--- src/rtl/rtp_pkt_pkg.sv ---
// Shared types and constants for the RTP H.264 packetizer.
package rtp_pkt_pkg;

	localparam int MAX_PAYLOAD = 1400;
	localparam int CHUNK_MAX   = MAX_PAYLOAD - 2;
	localparam int RTP_HDR_LEN = 12;
	localparam int LEN_W       = $clog2(MAX_PAYLOAD + RTP_HDR_LEN + 1);
	localparam int POS_W       = $clog2(CHUNK_MAX);
	localparam int Q_DEPTH     = 4;
	localparam int Q_AW        = $clog2(Q_DEPTH);

	localparam logic [2:0] CFG_SSRC      = 3'd0;
	localparam logic [2:0] CFG_PT        = 3'd1;
	localparam logic [2:0] CFG_ILV_EN    = 3'd2;
	localparam logic [2:0] CFG_ILV_CHAN  = 3'd3;
	localparam logic [2:0] CFG_SEQ_START = 3'd4;
	localparam logic [2:0] CFG_TS_START  = 3'd5;
	localparam logic [2:0] CFG_STEP      = 3'd6;

	localparam logic [7:0] RTP_V2       = 8'h80;
	localparam logic [7:0] ILV_MAGIC    = 8'h24;
	localparam logic [7:0] NRI_MASK     = 8'he0;
	localparam logic [7:0] FU_A_TYPE    = 8'd28;
	localparam logic [7:0] FU_START_BIT = 8'h80;
	localparam logic [7:0] FU_END_BIT   = 8'h40;

	typedef struct packed {
		logic [7:0]  nal_data;
		logic        nal_first;
		logic        nal_last;
		logic [15:0] nal_bytes;
		logic        frame_last;
	} in_item_t;

	typedef struct packed {
		logic [7:0] out_data;
		logic       packet_done;
		logic       run_last;
	} out_item_t;

	// One queued command: optional header burst plus one payload byte
	typedef struct packed {
		logic             has_hdr;
		logic             has_fu;
		logic             marker;
		logic [15:0]      seq;
		logic [31:0]      ts;
		logic [LEN_W-1:0] total;
		logic [7:0]       fu_ind;
		logic [7:0]       fu_hdr;
		logic [7:0]       data;
		logic             done;
	} cmd_t;

	typedef struct packed {
		logic        seq_load;
		logic        ts_load;
		logic [31:0] wdata;
		logic [31:0] step;
	} front_cfg_t;

	typedef struct packed {
		logic [31:0] ssrc;
		logic [6:0]  pt;
		logic        ilv_en;
		logic [7:0]  ilv_chan;
	} hdr_cfg_t;

endpackage

--- src/rtl/rtp_pkt_front.sv ---
// Front end: accepts NAL bytes, tracks NAL/fragment state, issues commands.
module rtp_pkt_front (
	input  logic                    clk,
	input  logic                    arst_n,
	input  logic                    in_valid,
	output logic                    in_ready,
	input  rtp_pkt_pkg::in_item_t   in_item,
	input  rtp_pkt_pkg::front_cfg_t cfg,
	input  logic                    q_full,
	output logic                    q_push,
	output rtp_pkt_pkg::cmd_t       q_cmd
);

	logic [15:0] len_q;
	logic [15:0] off_q;
	logic [rtp_pkt_pkg::POS_W-1:0] pos_q;
	logic [7:0]  ind_q;
	logic [4:0]  utype_q;
	logic        frag_q;
	logic        mark_q;
	logic [15:0] seq_q;
	logic [31:0] ts_q;

	logic        accept;
	logic        first;
	logic [15:0] len_eff;
	logic [15:0] held;
	logic [15:0] o;
	logic        frag;
	logic        mark;
	logic        active;
	logic        hdr_byte;
	logic        hdr;
	logic [15:0] rem;
	logic        frag_end;
	logic [15:0] payload;
	logic        done;
	logic [15:0] off_next;
	logic        pos_wrap;

	assign in_ready = !q_full;
	assign accept   = in_valid && in_ready;
	assign first    = in_item.nal_first;
	assign len_eff  = (in_item.nal_bytes == 16'd0) ? 16'd1 : in_item.nal_bytes;
	assign held     = first ? len_eff : len_q;
	assign o        = first ? 16'd0 : off_q;
	assign frag     = first ? (len_eff > 16'(rtp_pkt_pkg::MAX_PAYLOAD)) : frag_q;
	assign mark     = first ? in_item.frame_last : mark_q;
	assign active   = first || (off_q < len_q);
	assign hdr_byte = frag && (o == 16'd0);
	assign rem      = held - o;
	assign frag_end = rem <= 16'(rtp_pkt_pkg::CHUNK_MAX);
	assign pos_wrap = pos_q == rtp_pkt_pkg::POS_W'(rtp_pkt_pkg::CHUNK_MAX - 1);
	assign off_next = o + 16'd1;

	always_comb begin
		if (frag) begin
			hdr     = (pos_q == '0);
			payload = (frag_end ? rem : 16'(rtp_pkt_pkg::CHUNK_MAX)) + 16'd2;
			done    = (off_next == held) || pos_wrap;
		end else begin
			hdr     = (o == 16'd0);
			payload = held;
			done    = (off_next == held);
		end
	end

	assign q_push = accept && active && !hdr_byte;

	always_comb begin
		q_cmd.has_hdr = hdr;
		q_cmd.has_fu  = frag;
		q_cmd.marker  = mark && (!frag || frag_end);
		q_cmd.seq     = seq_q;
		q_cmd.ts      = ts_q;
		q_cmd.total   = rtp_pkt_pkg::LEN_W'(payload + 16'(rtp_pkt_pkg::RTP_HDR_LEN));
		q_cmd.fu_ind  = ind_q;
		q_cmd.fu_hdr  = ((o == 16'd1) ? rtp_pkt_pkg::FU_START_BIT : 8'd0)
			| (frag_end ? rtp_pkt_pkg::FU_END_BIT : 8'd0) | {3'd0, utype_q};
		q_cmd.data    = in_item.nal_data;
		q_cmd.done    = done;
	end

	always_ff @(posedge clk or negedge arst_n) begin
		if (!arst_n) begin
			len_q   <= '0;
			off_q   <= '0;
			pos_q   <= '0;
			ind_q   <= '0;
			utype_q <= '0;
			frag_q  <= 1'b0;
			mark_q  <= 1'b0;
			seq_q   <= '0;
			ts_q    <= '0;
		end else begin
			if (cfg.seq_load) begin
				seq_q <= cfg.wdata[15:0];
			end
			if (cfg.ts_load) begin
				ts_q <= cfg.wdata;
			end
			if (accept && active) begin
				len_q  <= held;
				frag_q <= frag;
				mark_q <= mark;
				off_q  <= off_next;
				if (first) begin
					pos_q <= '0;
				end
				if (hdr_byte) begin
					ind_q   <= (in_item.nal_data & rtp_pkt_pkg::NRI_MASK) | rtp_pkt_pkg::FU_A_TYPE;
					utype_q <= in_item.nal_data[4:0];
				end else begin
					if (frag) begin
						pos_q <= pos_wrap ? '0 : pos_q + 1'b1;
					end
					if (hdr) begin
						seq_q <= seq_q + 16'd1;
					end
				end
				// advance timestamp after the last byte of an access unit
				if (off_next == held && mark) begin
					ts_q <= ts_q + cfg.step;
				end
			end
		end
	end

endmodule

--- src/rtl/rtp_pkt_fifo.sv ---
// Short command queue between front end and byte sequencer.
module rtp_pkt_fifo (
	input  logic              clk,
	input  logic              arst_n,
	input  logic              push,
	input  rtp_pkt_pkg::cmd_t push_cmd,
	output logic              full,
	input  logic              pop,
	output logic              empty,
	output rtp_pkt_pkg::cmd_t head
);

	rtp_pkt_pkg::cmd_t mem_q [rtp_pkt_pkg::Q_DEPTH];
	logic [rtp_pkt_pkg::Q_AW-1:0] wr_ptr_q;
	logic [rtp_pkt_pkg::Q_AW-1:0] rd_ptr_q;
	logic [rtp_pkt_pkg::Q_AW:0]   count_q;

	assign full  = count_q == (rtp_pkt_pkg::Q_AW+1)'(rtp_pkt_pkg::Q_DEPTH);
	assign empty = count_q == '0;
	assign head  = mem_q[rd_ptr_q];

	always_ff @(posedge clk) begin
		if (push) begin
			mem_q[wr_ptr_q] <= push_cmd;
		end
	end

	always_ff @(posedge clk or negedge arst_n) begin
		if (!arst_n) begin
			wr_ptr_q <= '0;
			rd_ptr_q <= '0;
			count_q  <= '0;
		end else begin
			if (push) begin
				wr_ptr_q <= wr_ptr_q + 1'b1;
			end
			if (pop) begin
				rd_ptr_q <= rd_ptr_q + 1'b1;
			end
			if (push && !pop) begin
				count_q <= count_q + 1'b1;
			end else if (pop && !push) begin
				count_q <= count_q - 1'b1;
			end
		end
	end

endmodule

--- src/rtl/rtp_pkt_back.sv ---
// Back end: expands queued commands into prefix, RTP header, FU bytes and payload.
module rtp_pkt_back (
	input  logic                   clk,
	input  logic                   arst_n,
	input  rtp_pkt_pkg::hdr_cfg_t  cfg,
	input  logic                   q_empty,
	input  rtp_pkt_pkg::cmd_t      q_head,
	output logic                   q_pop,
	output logic                   out_valid,
	input  logic                   out_ready,
	output rtp_pkt_pkg::out_item_t out_item
);

	localparam logic [4:0] P_ILV_MAGIC = 5'd0;
	localparam logic [4:0] P_ILV_CHAN  = 5'd1;
	localparam logic [4:0] P_ILV_LEN_H = 5'd2;
	localparam logic [4:0] P_ILV_LEN_L = 5'd3;
	localparam logic [4:0] P_VER       = 5'd4;
	localparam logic [4:0] P_PT        = 5'd5;
	localparam logic [4:0] P_SEQ_H     = 5'd6;
	localparam logic [4:0] P_SEQ_L     = 5'd7;
	localparam logic [4:0] P_TS_3      = 5'd8;
	localparam logic [4:0] P_TS_2      = 5'd9;
	localparam logic [4:0] P_TS_1      = 5'd10;
	localparam logic [4:0] P_TS_0      = 5'd11;
	localparam logic [4:0] P_SSRC_3    = 5'd12;
	localparam logic [4:0] P_SSRC_2    = 5'd13;
	localparam logic [4:0] P_SSRC_1    = 5'd14;
	localparam logic [4:0] P_SSRC_0    = 5'd15;
	localparam logic [4:0] P_FU_IND    = 5'd16;
	localparam logic [4:0] P_FU_HDR    = 5'd17;
	localparam logic [4:0] P_DATA      = 5'd18;

	logic       busy_q;
	logic [4:0] pos_q;
	logic       out_valid_q;
	rtp_pkt_pkg::out_item_t out_q;

	logic       adv;
	logic       emit;
	logic [4:0] start;
	logic [4:0] cur;
	logic [4:0] nxt;
	logic [7:0] byte_sel;

	assign adv   = !out_valid_q || out_ready;
	assign emit  = adv && !q_empty;
	assign start = !q_head.has_hdr ? P_DATA : (cfg.ilv_en ? P_ILV_MAGIC : P_VER);
	assign cur   = busy_q ? pos_q : start;
	assign nxt   = (cur == P_SSRC_0) ? (q_head.has_fu ? P_FU_IND : P_DATA) : cur + 5'd1;
	assign q_pop = emit && (cur == P_DATA);

	always_comb begin
		case (cur)
			P_ILV_MAGIC: byte_sel = rtp_pkt_pkg::ILV_MAGIC;
			P_ILV_CHAN:  byte_sel = cfg.ilv_chan;
			P_ILV_LEN_H: byte_sel = 8'(q_head.total >> 8);
			P_ILV_LEN_L: byte_sel = q_head.total[7:0];
			P_VER:       byte_sel = rtp_pkt_pkg::RTP_V2;
			P_PT:        byte_sel = {q_head.marker, cfg.pt};
			P_SEQ_H:     byte_sel = q_head.seq[15:8];
			P_SEQ_L:     byte_sel = q_head.seq[7:0];
			P_TS_3:      byte_sel = q_head.ts[31:24];
			P_TS_2:      byte_sel = q_head.ts[23:16];
			P_TS_1:      byte_sel = q_head.ts[15:8];
			P_TS_0:      byte_sel = q_head.ts[7:0];
			P_SSRC_3:    byte_sel = cfg.ssrc[31:24];
			P_SSRC_2:    byte_sel = cfg.ssrc[23:16];
			P_SSRC_1:    byte_sel = cfg.ssrc[15:8];
			P_SSRC_0:    byte_sel = cfg.ssrc[7:0];
			P_FU_IND:    byte_sel = q_head.fu_ind;
			P_FU_HDR:    byte_sel = q_head.fu_hdr;
			P_DATA:      byte_sel = q_head.data;
			default:     byte_sel = q_head.data;
		endcase
	end

	always_ff @(posedge clk) begin
		if (emit) begin
			out_q.out_data    <= byte_sel;
			out_q.packet_done <= (cur == P_DATA) && q_head.done;
			out_q.run_last    <= (cur == P_DATA);
		end
	end

	always_ff @(posedge clk or negedge arst_n) begin
		if (!arst_n) begin
			busy_q      <= 1'b0;
			pos_q       <= '0;
			out_valid_q <= 1'b0;
		end else if (adv) begin
			out_valid_q <= emit;
			if (emit) begin
				// hold position until the payload byte retires the command
				busy_q <= (cur != P_DATA);
				pos_q  <= nxt;
			end
		end
	end

	assign out_valid = out_valid_q;
	assign out_item  = out_q;

endmodule

--- src/rtl/rtp_h264_packetizer_unit.sv ---
// Path: an accepted input beat is written to the command queue, and the byte
// sequencer registers the output beat. Throughput: one output beat per cycle
// while out_ready allows; a packet start puts header bytes before its payload.
// The four-entry command queue lets input run ahead during header bursts.
// Reset: all control state cleared, registers take their documented defaults.
module rtp_h264_packetizer_unit (
	input  logic                   clk,
	input  logic                   arst_n,
	input  logic                   in_valid,
	output logic                   in_ready,
	input  rtp_pkt_pkg::in_item_t  in_item,
	output logic                   out_valid,
	input  logic                   out_ready,
	output rtp_pkt_pkg::out_item_t out_item,
	input  logic                   cfg_we,
	input  logic [2:0]             cfg_index,
	input  logic [31:0]            cfg_wdata
);

	logic [31:0] ssrc_q;
	logic [6:0]  pt_q;
	logic        ilv_en_q;
	logic [7:0]  ilv_chan_q;
	logic [31:0] step_q;

	rtp_pkt_pkg::front_cfg_t front_cfg;
	rtp_pkt_pkg::hdr_cfg_t   hdr_cfg;
	rtp_pkt_pkg::cmd_t       push_cmd;
	rtp_pkt_pkg::cmd_t       head_cmd;
	logic q_full;
	logic q_empty;
	logic q_push;
	logic q_pop;

	always_ff @(posedge clk or negedge arst_n) begin
		if (!arst_n) begin
			ssrc_q     <= '0;
			pt_q       <= 7'd96;
			ilv_en_q   <= 1'b0;
			ilv_chan_q <= '0;
			step_q     <= 32'd3600;
		end else if (cfg_we) begin
			case (cfg_index)
				rtp_pkt_pkg::CFG_SSRC:     ssrc_q     <= cfg_wdata;
				rtp_pkt_pkg::CFG_PT:       pt_q       <= cfg_wdata[6:0];
				rtp_pkt_pkg::CFG_ILV_EN:   ilv_en_q   <= cfg_wdata[0];
				rtp_pkt_pkg::CFG_ILV_CHAN: ilv_chan_q <= cfg_wdata[7:0];
				rtp_pkt_pkg::CFG_STEP:     step_q     <= cfg_wdata;
				default: ;
			endcase
		end
	end

	always_comb begin
		front_cfg.seq_load = cfg_we && (cfg_index == rtp_pkt_pkg::CFG_SEQ_START);
		front_cfg.ts_load  = cfg_we && (cfg_index == rtp_pkt_pkg::CFG_TS_START);
		front_cfg.wdata    = cfg_wdata;
		front_cfg.step     = step_q;
		hdr_cfg.ssrc       = ssrc_q;
		hdr_cfg.pt         = pt_q;
		hdr_cfg.ilv_en     = ilv_en_q;
		hdr_cfg.ilv_chan   = ilv_chan_q;
	end

	rtp_pkt_front u_front (
		.clk      (clk),
		.arst_n   (arst_n),
		.in_valid (in_valid),
		.in_ready (in_ready),
		.in_item  (in_item),
		.cfg      (front_cfg),
		.q_full   (q_full),
		.q_push   (q_push),
		.q_cmd    (push_cmd)
	);

	rtp_pkt_fifo u_fifo (
		.clk      (clk),
		.arst_n   (arst_n),
		.push     (q_push),
		.push_cmd (push_cmd),
		.full     (q_full),
		.pop      (q_pop),
		.empty    (q_empty),
		.head     (head_cmd)
	);

	rtp_pkt_back u_back (
		.clk       (clk),
		.arst_n    (arst_n),
		.cfg       (hdr_cfg),
		.q_empty   (q_empty),
		.q_head    (head_cmd),
		.q_pop     (q_pop),
		.out_valid (out_valid),
		.out_ready (out_ready),
		.out_item  (out_item)
	);

endmodule
--- config.mk ---
export PLATFORM = sky130hd
export DESIGN_NAME = rtp_h264_packetizer_unit
export DESIGN_NICKNAME = d
export VERILOG_FILES = /design/src/rtl/rtp_pkt_pkg.sv /design/src/rtl/rtp_pkt_front.sv /design/src/rtl/rtp_pkt_fifo.sv /design/src/rtl/rtp_pkt_back.sv /design/src/rtl/rtp_h264_packetizer_unit.sv
export SDC_FILE = /design/constraint.sdc
export NUM_CORES = 1
export LEC_CHECK = 0
export BUFFER_PORTS_ARGS = -buffer_cell sky130_fd_sc_hd__buf_2
export CORE_ASPECT_RATIO = 2
export CORE_UTILIZATION = 50
export DETAILED_ROUTE_END_ITERATION = 8
export GPL_ROUTABILITY_DRIVEN = 0
export GPL_TIMING_DRIVEN = 0
export MAX_ROUTING_LAYER = met4
export PLACE_DENSITY = 0.66
export SLEW_MARGIN = 20
export SYNTH_ARGS = -nofsm -noshare
export SYNTH_HDL_FRONTEND = slang
export SYNTH_HIERARCHICAL = 1
export SYNTH_SLANG_ARGS = --single-unit
--- constraint.sdc ---
create_clock -name clk -period 6.7 [get_ports clk]
set_clock_uncertainty 0.1 [all_clocks]
set_input_delay 0 -clock clk [delete_from_list [all_inputs] [get_ports clk]]
set_output_delay 0 -clock clk [all_outputs]
set_load 0.01 [all_outputs]
# Word-level counts from Yosys, hierarchy flattened
# Memories as Yosys holds them, arrays and structs flattened.
# Index checks and enable logic that the tools add are counted.
# Widths: inputs -> output; s select.
dict set report classes {
  n_div 0
  n_bitwise 2
  n_reduce_logical 38
  mux 32
  addsub 12
  n_eq_ne 29
  shift 0
  n_lt_le_gt_ge 3
  multipliers 0
}
# op count
set op_table {}
lappend op_table {{$pmux 8 s18} 1}
lappend op_table {{$mux 16} 7}
lappend op_table {{$mux 32} 3}
lappend op_table {{$mux 11} 6}
lappend op_table {{$eq 5x4->1 const B} 8}
lappend op_table {{$add 16x1->16 const B} 2}
lappend op_table {{$add 32x32->32} 1}
lappend op_table {{$logic_not 16->1} 2}
lappend op_table {{$eq 5x3->1 const B} 4}
lappend op_table {{$eq 16x1->1 const B} 1}
lappend op_table {{$eq 16x16->1} 1}
lappend op_table {{$gt 16x11->1 const B} 1}
lappend op_table {{$le 16x11->1 const B} 1}
lappend op_table {{$lt 16x16->1} 1}
lappend op_table {{$sub 16x16->16} 1}
lappend op_table {{$eq 5x5->1 const B} 3}
lappend op_table {{$mux 5} 3}
lappend op_table {{$reduce_and 2->1} 7}
lappend op_table {{$logic_and 1x1->1} 13}
lappend op_table {{$eq 3x3->1 const B} 4}
lappend op_table {{$add 11x1->11 const B} 1}
lappend op_table {{$add 11x2->11 const B} 1}
lappend op_table {{$add 11x4->11 const B} 1}
lappend op_table {{$eq 11x11->1 const B} 1}
lappend op_table {{22 further kinds} 42}
dict set report totals {
  inputBits 67
  latchBits 0
  romBits 0
  wordCells 140
  mem_count 1
  out_inout_bits 12
  reg_bits 208
  ram_bits 340
}
# name words width read_ports rd_ports_with_merged_regs wr line_no
set mem_list {}
lappend mem_list {u_fifo.mem_q 4 85 1 0 1 rtp_pkt_fifo.sv:13} ;# rtp_pkt_pkg::cmd_t mem_q [rtp_pkt_pkg::Q_DEPTH];

# Depth between registers and ports, before layout
# Gate-level depths: netlist of run 1.
dict set report logic_depth {
  depth_word 11
  depth_mapped 27
}

# By module
# Netlist of run 1, hierarchy kept.
# mod area_each_um2 seq_area_each_um2 cells_each n_inst
set by_module_without_submodules {}
lappend by_module_without_submodules {rtp_pkt_fifo 12937.4 10625.2 489 1}
lappend by_module_without_submodules {rtp_pkt_front 9143.8 2552.4 1093 1}
lappend by_module_without_submodules {rtp_h264_packetizer_unit 3168.0 2009.4 176 1}
lappend by_module_without_submodules {rtp_pkt_back 2232.1 475.5 277 1}

# Worst setup path before layout of run 1
# Ideal clock, no wire load.
dict set report synth_timing {
  path_type {input port to flip-flop}
  from {in in_item[18] in the netlist's numbering}
  to {mem u_fifo/mem_q[0][35] in the netlist's numbering (data pin)}
  stages 25
  arrival_time_ps 4984
  setup_time_ps 180
  slack_ps 1436
  required_time_ps 6420
  path_cell_list {buf_6 -> buf_6 -> buf_6 -> buf_6 -> buf_2 -> buf_1 -> o21ai_0 -> ha_1 -> buf_1 -> or2_2 -> nor2_1 -> nor4_4 -> or3_1 -> nand3_1 -> o2111ai_4 -> or2_1 -> inv_1 -> nand2_1 -> ha_1 -> nor2_1 -> a31o_2 -> ha_1 -> or2_1 -> nor4_2 -> xor2_1}
}
# element line_no
set synth_rtl {}
lappend synth_rtl {{start, declared} rtp_h264_packetizer_unit.sv:11} ;# input rtp_pkt_pkg::in_item_t in_item,
lappend synth_rtl {{end, declared} rtp_pkt_fifo.sv:13}

==> impl_results.md, run 1 <==
* Post-route antenna net violation count at 0
* FP Rows at ~120
* WL per Instance at ~28 microns
* Setup crit end kind: register
* Yosys reg bits at roughly 550
* Worst Path Max Fanout at 6
* Layout cells sized above 1 at 21.1%
* Drt drc at 0
* Top FF cell, synth: edfxtp_1
* Synth unique cells at around 120
* Via count at ~19000
* CTS Buf Count at between 40 and 50
* Routed wire length at ~83000 microns
* Iteration-0 DRC Markers at 1604
* Die area at 56000 sq um
* Flop pwr share at about two fifths
* Clk root buf: clkbuf_16
* Largest net degree at the start of global routing at about 70
* Nets at 2388
* Design area at ~31000 sq um
* Syn avg cell area at between 10 and 15 sq um
* Endpoints failing setup at 0
* DP Wirelength at around 61000 microns
* Die width at around 170 microns
* Setup_tns at 0 ps
* Arrival time at the worst endpoint at ~6600 ps
* Critical Path RT at just under 7000 ps
* GRT Util Overall at around 31%
* Internal at 8.08 mW
* RSZ-0062 raised after global routing: no
* Slew @ Worst Pin at approximately 1000 ps
* Worst slack, placed at -357 ps
* Setup WS post-layout at 338 ps
* Yosys warns at 6
* Start point of the worst hold path: in_item[5]
* Crit Path Class: reg -> reg
* Tcrit/Tclk final at 95.0%
* Final design utilization at between 50% and 60%
* Post-synth EDFFs at ~360
* Start of the worst register-to-register path: u_front/len_q[6]
* Drt pass-1 iters at 6
* Die outline height at between 300 and 400 microns
* Final Power at roughly 13 mW
* Final hold vios at 0
* PwrDens at around 410 nW/um^2
* Startpoint Class: register
* HP Class: in -> reg
* Ys async rst share at a little over a third
* CTS tree: built
* Placed Area at around 29000 sq um
* Num ports at 79
* Initial Utilization at approximately 51%
* Buffer depth of the longest clock path at 3
* H-tree Lvls at 2
* Crit path from: u_front/len_q[6]
* Max transition margin at 32.3%
* Slew Limit Fails at 0
* R2r setup slk at 340 ps
* Input/output buffers at 76
* Status: finished clean
* Net switching power figure at between 4 and 5 mW
* P_leak at 11.6 nW
* Antenna violations before repair at 2
* Clock power share at 21.2%
* Clock Latency Late Sink at 590 ps
* Max frequency at about 160 MHz
* Vias/cell at 6.38
* Max-cap violations at 0
* Grt ovf at 0
* Max IR drop VDD at between 200 and 250 uV
* Most common cell after layout, fill and taps aside: edfxtp_1
* Final Non-Filler Cells at just under 3000
* Clk sink count at 554
* Post-CTS Setup Inserts at 0
* Post-Synthesis Cells at 2035
* Logic gate share of total power at 39.2%
* WHS at 29.1 ps
* Most frequent cells in the layout: 358 x edfxtp_1, 190 x dfrtp_1, 143 x nand2_1
* DP Cell Count at roughly 2800
* Layout area overhead at 13.5%
* First-pass GRT wire length at approximately 120000 microns
* Cell Area, Synth at roughly 27000 sq um
* Vias in the first global route at 19400
* Core ar. at roughly 54000 sq um
* Sw frac at 37.6%
* Post-synthesis sequential area ratio at a little under three fifths
* Post-route minimum period at ~6400 ps
* Worst-path clk slew at about 70 ps
[registers in the layout, indices dropped and copies added (netlist names)]
name              cells
u_back/pos_q          5
u_front/pos_q        11
u_front/seq_q        16
u_back/out_valid      1
ilv_chan_q            8
u_front/len_q        16
u_front/off_q        16
u_front/ind_q         4
u_back/busy_q         1
step_q               32
u_front/ts_q         32
u_front/frag_q        1
u_fifo/count_q        3
u_back/out_item      10
u_fifo/rd_ptr_q       2
ssrc_q               32
u_fifo/mem_q        348
ilv_en_q              1
u_front/utype_q       5
u_fifo/wr_ptr_q       2
u_front/mark_q        1
pt_q                  7
[worst paths after layout]
kind / endpoint / cells past startpoint
setup / recovery: u_fifo/mem_q[2][35] / 21
hold / removal: u_front/len_q[4] / 5
setup reg to reg: u_fifo/mem_q[2][35] / 21
hold reg to reg: u_back/pos_q[0] / 2
max in group asynchronous: step_q[4] / 5
min in group asynchronous: u_front/ind_q[6] / 4
[cell families (layout without fill, tap and decap cells)]
logic type | count (synthesis) | in the layout | share of synthesized area (%)
flip-flops | 554 | 554 | 57.0
AND/OR/NAND/NOR | 516 | 516 | 10.0
AO/OA/AOI/OAI | 399 | 399 | 10.1
multiplexers | 231 | 231 | 13.3
buffers and inverters | 175 | 418 | 3.33
adder cells (fa/ha/maj) | 80 | 80 | 3.72
XOR/XNOR | 79 | 79 | 2.52
other | 1 | 5 | 0.0136
[power groups by stage]
stage / Combinational [mW] / Sequential [mW] / Clock, mW
floorplan: 3.25 / 5.02 / 0
global route: 5.34 / 5.20 / 2.90
finish: 5.07 / 5.13 / 2.75
detailed placement: 4.87 / 5.18 / 0
global placement: 4.72 / 5.19 / 0
CTS: 4.94 / 5.11 / 2.79
[critical path, cell delays in order (launching register included)]
cell       delay [ps]
dfrtp_1           410
a21boi_0          600
inv_1             270
ha_1              490
nor4bb_1          430
a311oi_2          120
o211ai_1          190
nand4b_1          200
nand3b_1          160
mux2i_1           310
o2111ai_4         230
or2_1             390
inv_1             260
nand2_1           100
ha_1              280
xnor2_1           240
nor2_1            140
a21oi_1            60
ha_1              220
or2_1             290
nor4_2            310
xor2_1            340
[routing by layer]
layer / track usage (%) / routed length (microns) / up-vias
met4: 25.5 / 8260 / 0
met1: 29.4 / 26200 / 9460
met3: 5.36 / 4780 / 364
met5: - / 0 / -
met2: 54.6 / 43500 / 866
li1: - / - / 8193
[cell usage after synthesis (5+ instances only)]
| cell type | number | area, sq um |
|---|---|---|
| nor3_1 | 29 | 145 |
| buf_2 | 28 | 140 |
| and2_1 | 17 | 106 |
| a211oi_1 | 16 | 120 |
| buf_1 | 6 | 22.5 |
| buf_4 | 27 | 203 |
| nor4_1 | 10 | 62.6 |
| xor2_1 | 32 | 280 |
| mux4_2 | 89 | 2000 |
| nand2_1 | 143 | 537 |
| a211o_1 | 5 | 43.8 |
| mux2_2 | 70 | 788 |
| a22o_1 | 11 | 96.3 |
| nand2b_1 | 24 | 150 |
| or2_1 | 5 | 31.3 |
| a21oi_1 | 75 | 375 |
| nor3b_1 | 10 | 75.1 |
| a21o_1 | 20 | 150 |
| clkbuf_1 | 31 | 116 |
| or3_1 | 13 | 81.3 |
| ha_1 | 76 | 951 |
| nand3_1 | 56 | 280 |
| o22ai_1 | 14 | 87.6 |
| xnor2_1 | 47 | 412 |
| buf_6 | 12 | 135 |
| dfstp_2 | 6 | 158 |
| o211ai_1 | 17 | 128 |
| and3_1 | 20 | 125 |
| inv_1 | 64 | 240 |
| o21a_1 | 17 | 128 |
| a21boi_0 | 5 | 37.5 |
| dfrtp_1 | 190 | 4750 |
| a31oi_1 | 14 | 87.6 |
| nor2b_1 | 26 | 163 |
| edfxtp_1 | 358 | 10800 |
| o31ai_1 | 11 | 82.6 |
| mux2_4 | 30 | 450 |
| nand4_1 | 19 | 119 |
| or2_2 | 6 | 37.5 |
| mux2i_1 | 40 | 400 |
| a22oi_1 | 14 | 105 |
| and4_1 | 5 | 43.8 |
| nor2_1 | 90 | 338 |
| o21ai_0 | 100 | 500 |
[layout make-up]
class	instances	area, sq um
flip-flops and latches	554	15700
plain buffers	108	664
clock buffers	68	1330
fillers	4382	23200
clock inverters	21	178
repair buffers	155	1330
diodes	2	5.00
well taps	676	846
multi-input cells	1308	10900
inverters	66	248
[what timing repair did]
item | 4_1_cts | 5_1_grt
resized for setup | 0 | 3
endpoints found under the setup margin | 0 | 16
hold buffers | 67 | 0
hold endpoints to repair | 321 | 0
Power figures use the tool's default switching activity.
==> run 2, diff against run 1 <==
CORE_UTILIZATION = 45   (was 50)
PLACE_DENSITY = not set   (was 0.66)
==> run 2 against run 1 <==
Compared with the run above:
- flip-flop and latch count unchanged
- critical endpoint is now u_fifo/mem_q[3][35]
- clock-buffer cell count shrank 6
- clock power grew 13%
- highest routed layer unchanged
==> impl_results.md, run 2 (same netlist as run 1, synthesis figures left out) <==
* Layout cells sized above 1 at between 20% and 30%
* Worst-path clk slew at 60 ps
* M1 WL at 27800 microns
* R2r setup slk at 390 ps
* First-pass GRT wire length at 122000 microns
* Nets at about 2400
* Routed wire length at ~83000 microns
* Die outline height at between 300 and 400 microns
* FP Rows at 127
* Grt ovf at 0
* WL per Instance at 27.1 microns
* Via count at between 15000 and 20000
* CP dominant cell by count: ha_1
* WHS at about 66 ps
* Slew Limit Fails at 0
* Max-cap violations at 0
* Fill count at between 5000 and 6000
* CTS tree: built
* Clock Latency Late Sink at ~600 ps
* GRT Util Overall at between 20% and 30%
* Largest net degree at the start of global routing at 74
* Most frequent cells in the layout: 358 x edfxtp_1, 190 x dfrtp_1, 143 x nand2_1
* Iteration-0 DRC Markers at around 1400
* Final design utilization at a little over half
* PwrDens at roughly 420 nW/um^2
* Post-route antenna net violation count at 0
* Register bank with the most flops: u_fifo/mem_q
* Startpoint Class: input port
* Critical Path RT at about 7000 ps
* Worst Path Max Fanout at 6
* Crit Path Class: in -> reg
* Endpoints failing setup at 0
* Max transition margin at 12.7%
* Antenna cells at 0
* Status: finished clean
* Die area at just over 60000 sq um
* Largest register FFs at approximately 350
* Vias in the first global route at around 19000
* Initial Utilization at 45.6%
* Clk root buf: clkbuf_16
* Metal3 WL at about 3800 microns
* Final Power at between 10 and 15 mW
* Vias/cell at 6.06
* Wire length on met2 at roughly 45000 microns
* Final hold vios at 0
* Num ports at 79
* Core ar. at approximately 60000 sq um
* Slowest-stage cell, CP: dlygate4sd3_1
* Design area at approximately 32000 sq um
* Drt drc at 0
* Layout area overhead at 14.9%
* CTS Buf Count at 50
* Post-CTS Setup Inserts at 0
* Die width at ~180 microns
* Max layer used: met4
* Clk sink count at 554
* Max IR drop VDD at approximately 230 uV
* DP Wirelength at 61200 microns
* Slowest stage delay, CP at 540 ps
* Setup crit end kind: register
* Post-route minimum period at ~6400 ps
* Placed Area at slightly below 30000 sq um
* Max frequency at 157 MHz
* P_leak at around 12 nW
* Buffer depth of the longest clock path at 3
* Arrival time at the worst endpoint at between 6000 and 7000 ps
* Slew @ Worst Pin at around 1300 ps
* H-tree Lvls at 2
* Tcrit/Tclk final at between 90% and 100%
* HP Class: in -> reg
* Antenna violations before repair at 1
* Most common cell after layout, fill and taps aside: edfxtp_1
* Input/output buffers at 76
* Drt pass-1 iters at 6
-- run 2: per-layer routing --
metal / global-route usage [%] / vias up
met5: - / -
li1: - / 8196
met1: 27.1 / 9402
met3: 3.45 / 257
met2: 51.3 / 696
met4: 18.6 / 0
-- run 2: area by class of cell --
type,instances,area [sq um],share of cell area (%)
Tap cell,774,968,3.07
Multi-Input combinational cell,1308,10900,34.6
Clock inverter,32,377,1.19
Timing Repair Buffer,155,1340,4.24
Buffer,108,664,2.10
Inverter,66,248,0.785
Clock buffer,62,1380,4.37
Sequential cell,554,15700,49.6
-- run 2: what timing repair did --
| action | in CTS | in global routing |
|---|---|---|
| endpoints found under the setup margin | 4 | 8 |
| hold buffers | 68 | 0 |
| gates resized for setup | 0 | 3 |
| hold endpoints to repair | 327 | 0 |
-- run 2: per-stage QoR --
step / setup slack (ps) / TNS [ps] / cells
finish: 312 / 0 / 3059
detailed placement: -666 / -7170 / 2897
CTS: 29.7 / 0 / 3058
global placement: -1810 / -624450 / 2887
floorplan: 1440 / 0 / 2037
global route: -15.0 / -59.3 / 3059
-- run 2: final timing paths --
| path | from | to | cells after the start |
|---|---|---|---|
| worst max-delay path | in_item[11] | u_fifo/mem_q[3][35] | 26 |
| worst min-delay path | in_item[18] | u_fifo/mem_q[2][27] | 4 |
| worst max register to register | u_front/len_q[6] | u_fifo/mem_q[3][35] | 21 |
| worst min register to register | u_back/pos_q[0] | u_back/pos_q[0] | 2 |
| max in group asynchronous | arst_n | step_q[9] | 5 |
| min in group asynchronous | arst_n | u_back/out_valid | 4 |
-- run 2: power by group --
part | switching, mW | leakage (nW) | internal, mW | total [mW]
Combinational | 3.05 | 5.29 | 1.97 | 5.01
Clock | 1.35 | 0.867 | 1.75 | 3.10
Sequential | 0.506 | 5.61 | 4.63 | 5.14
-- run 2: critical path: cells and delay by family --
family	cells	cell delay [ps]
AOI/OAI and AO/OA	5	860
xor gates and xnor gates	2	580
adders and majority gates	4	1170
buffers and inverters	3	960
and+or+nand+nor	12	3080
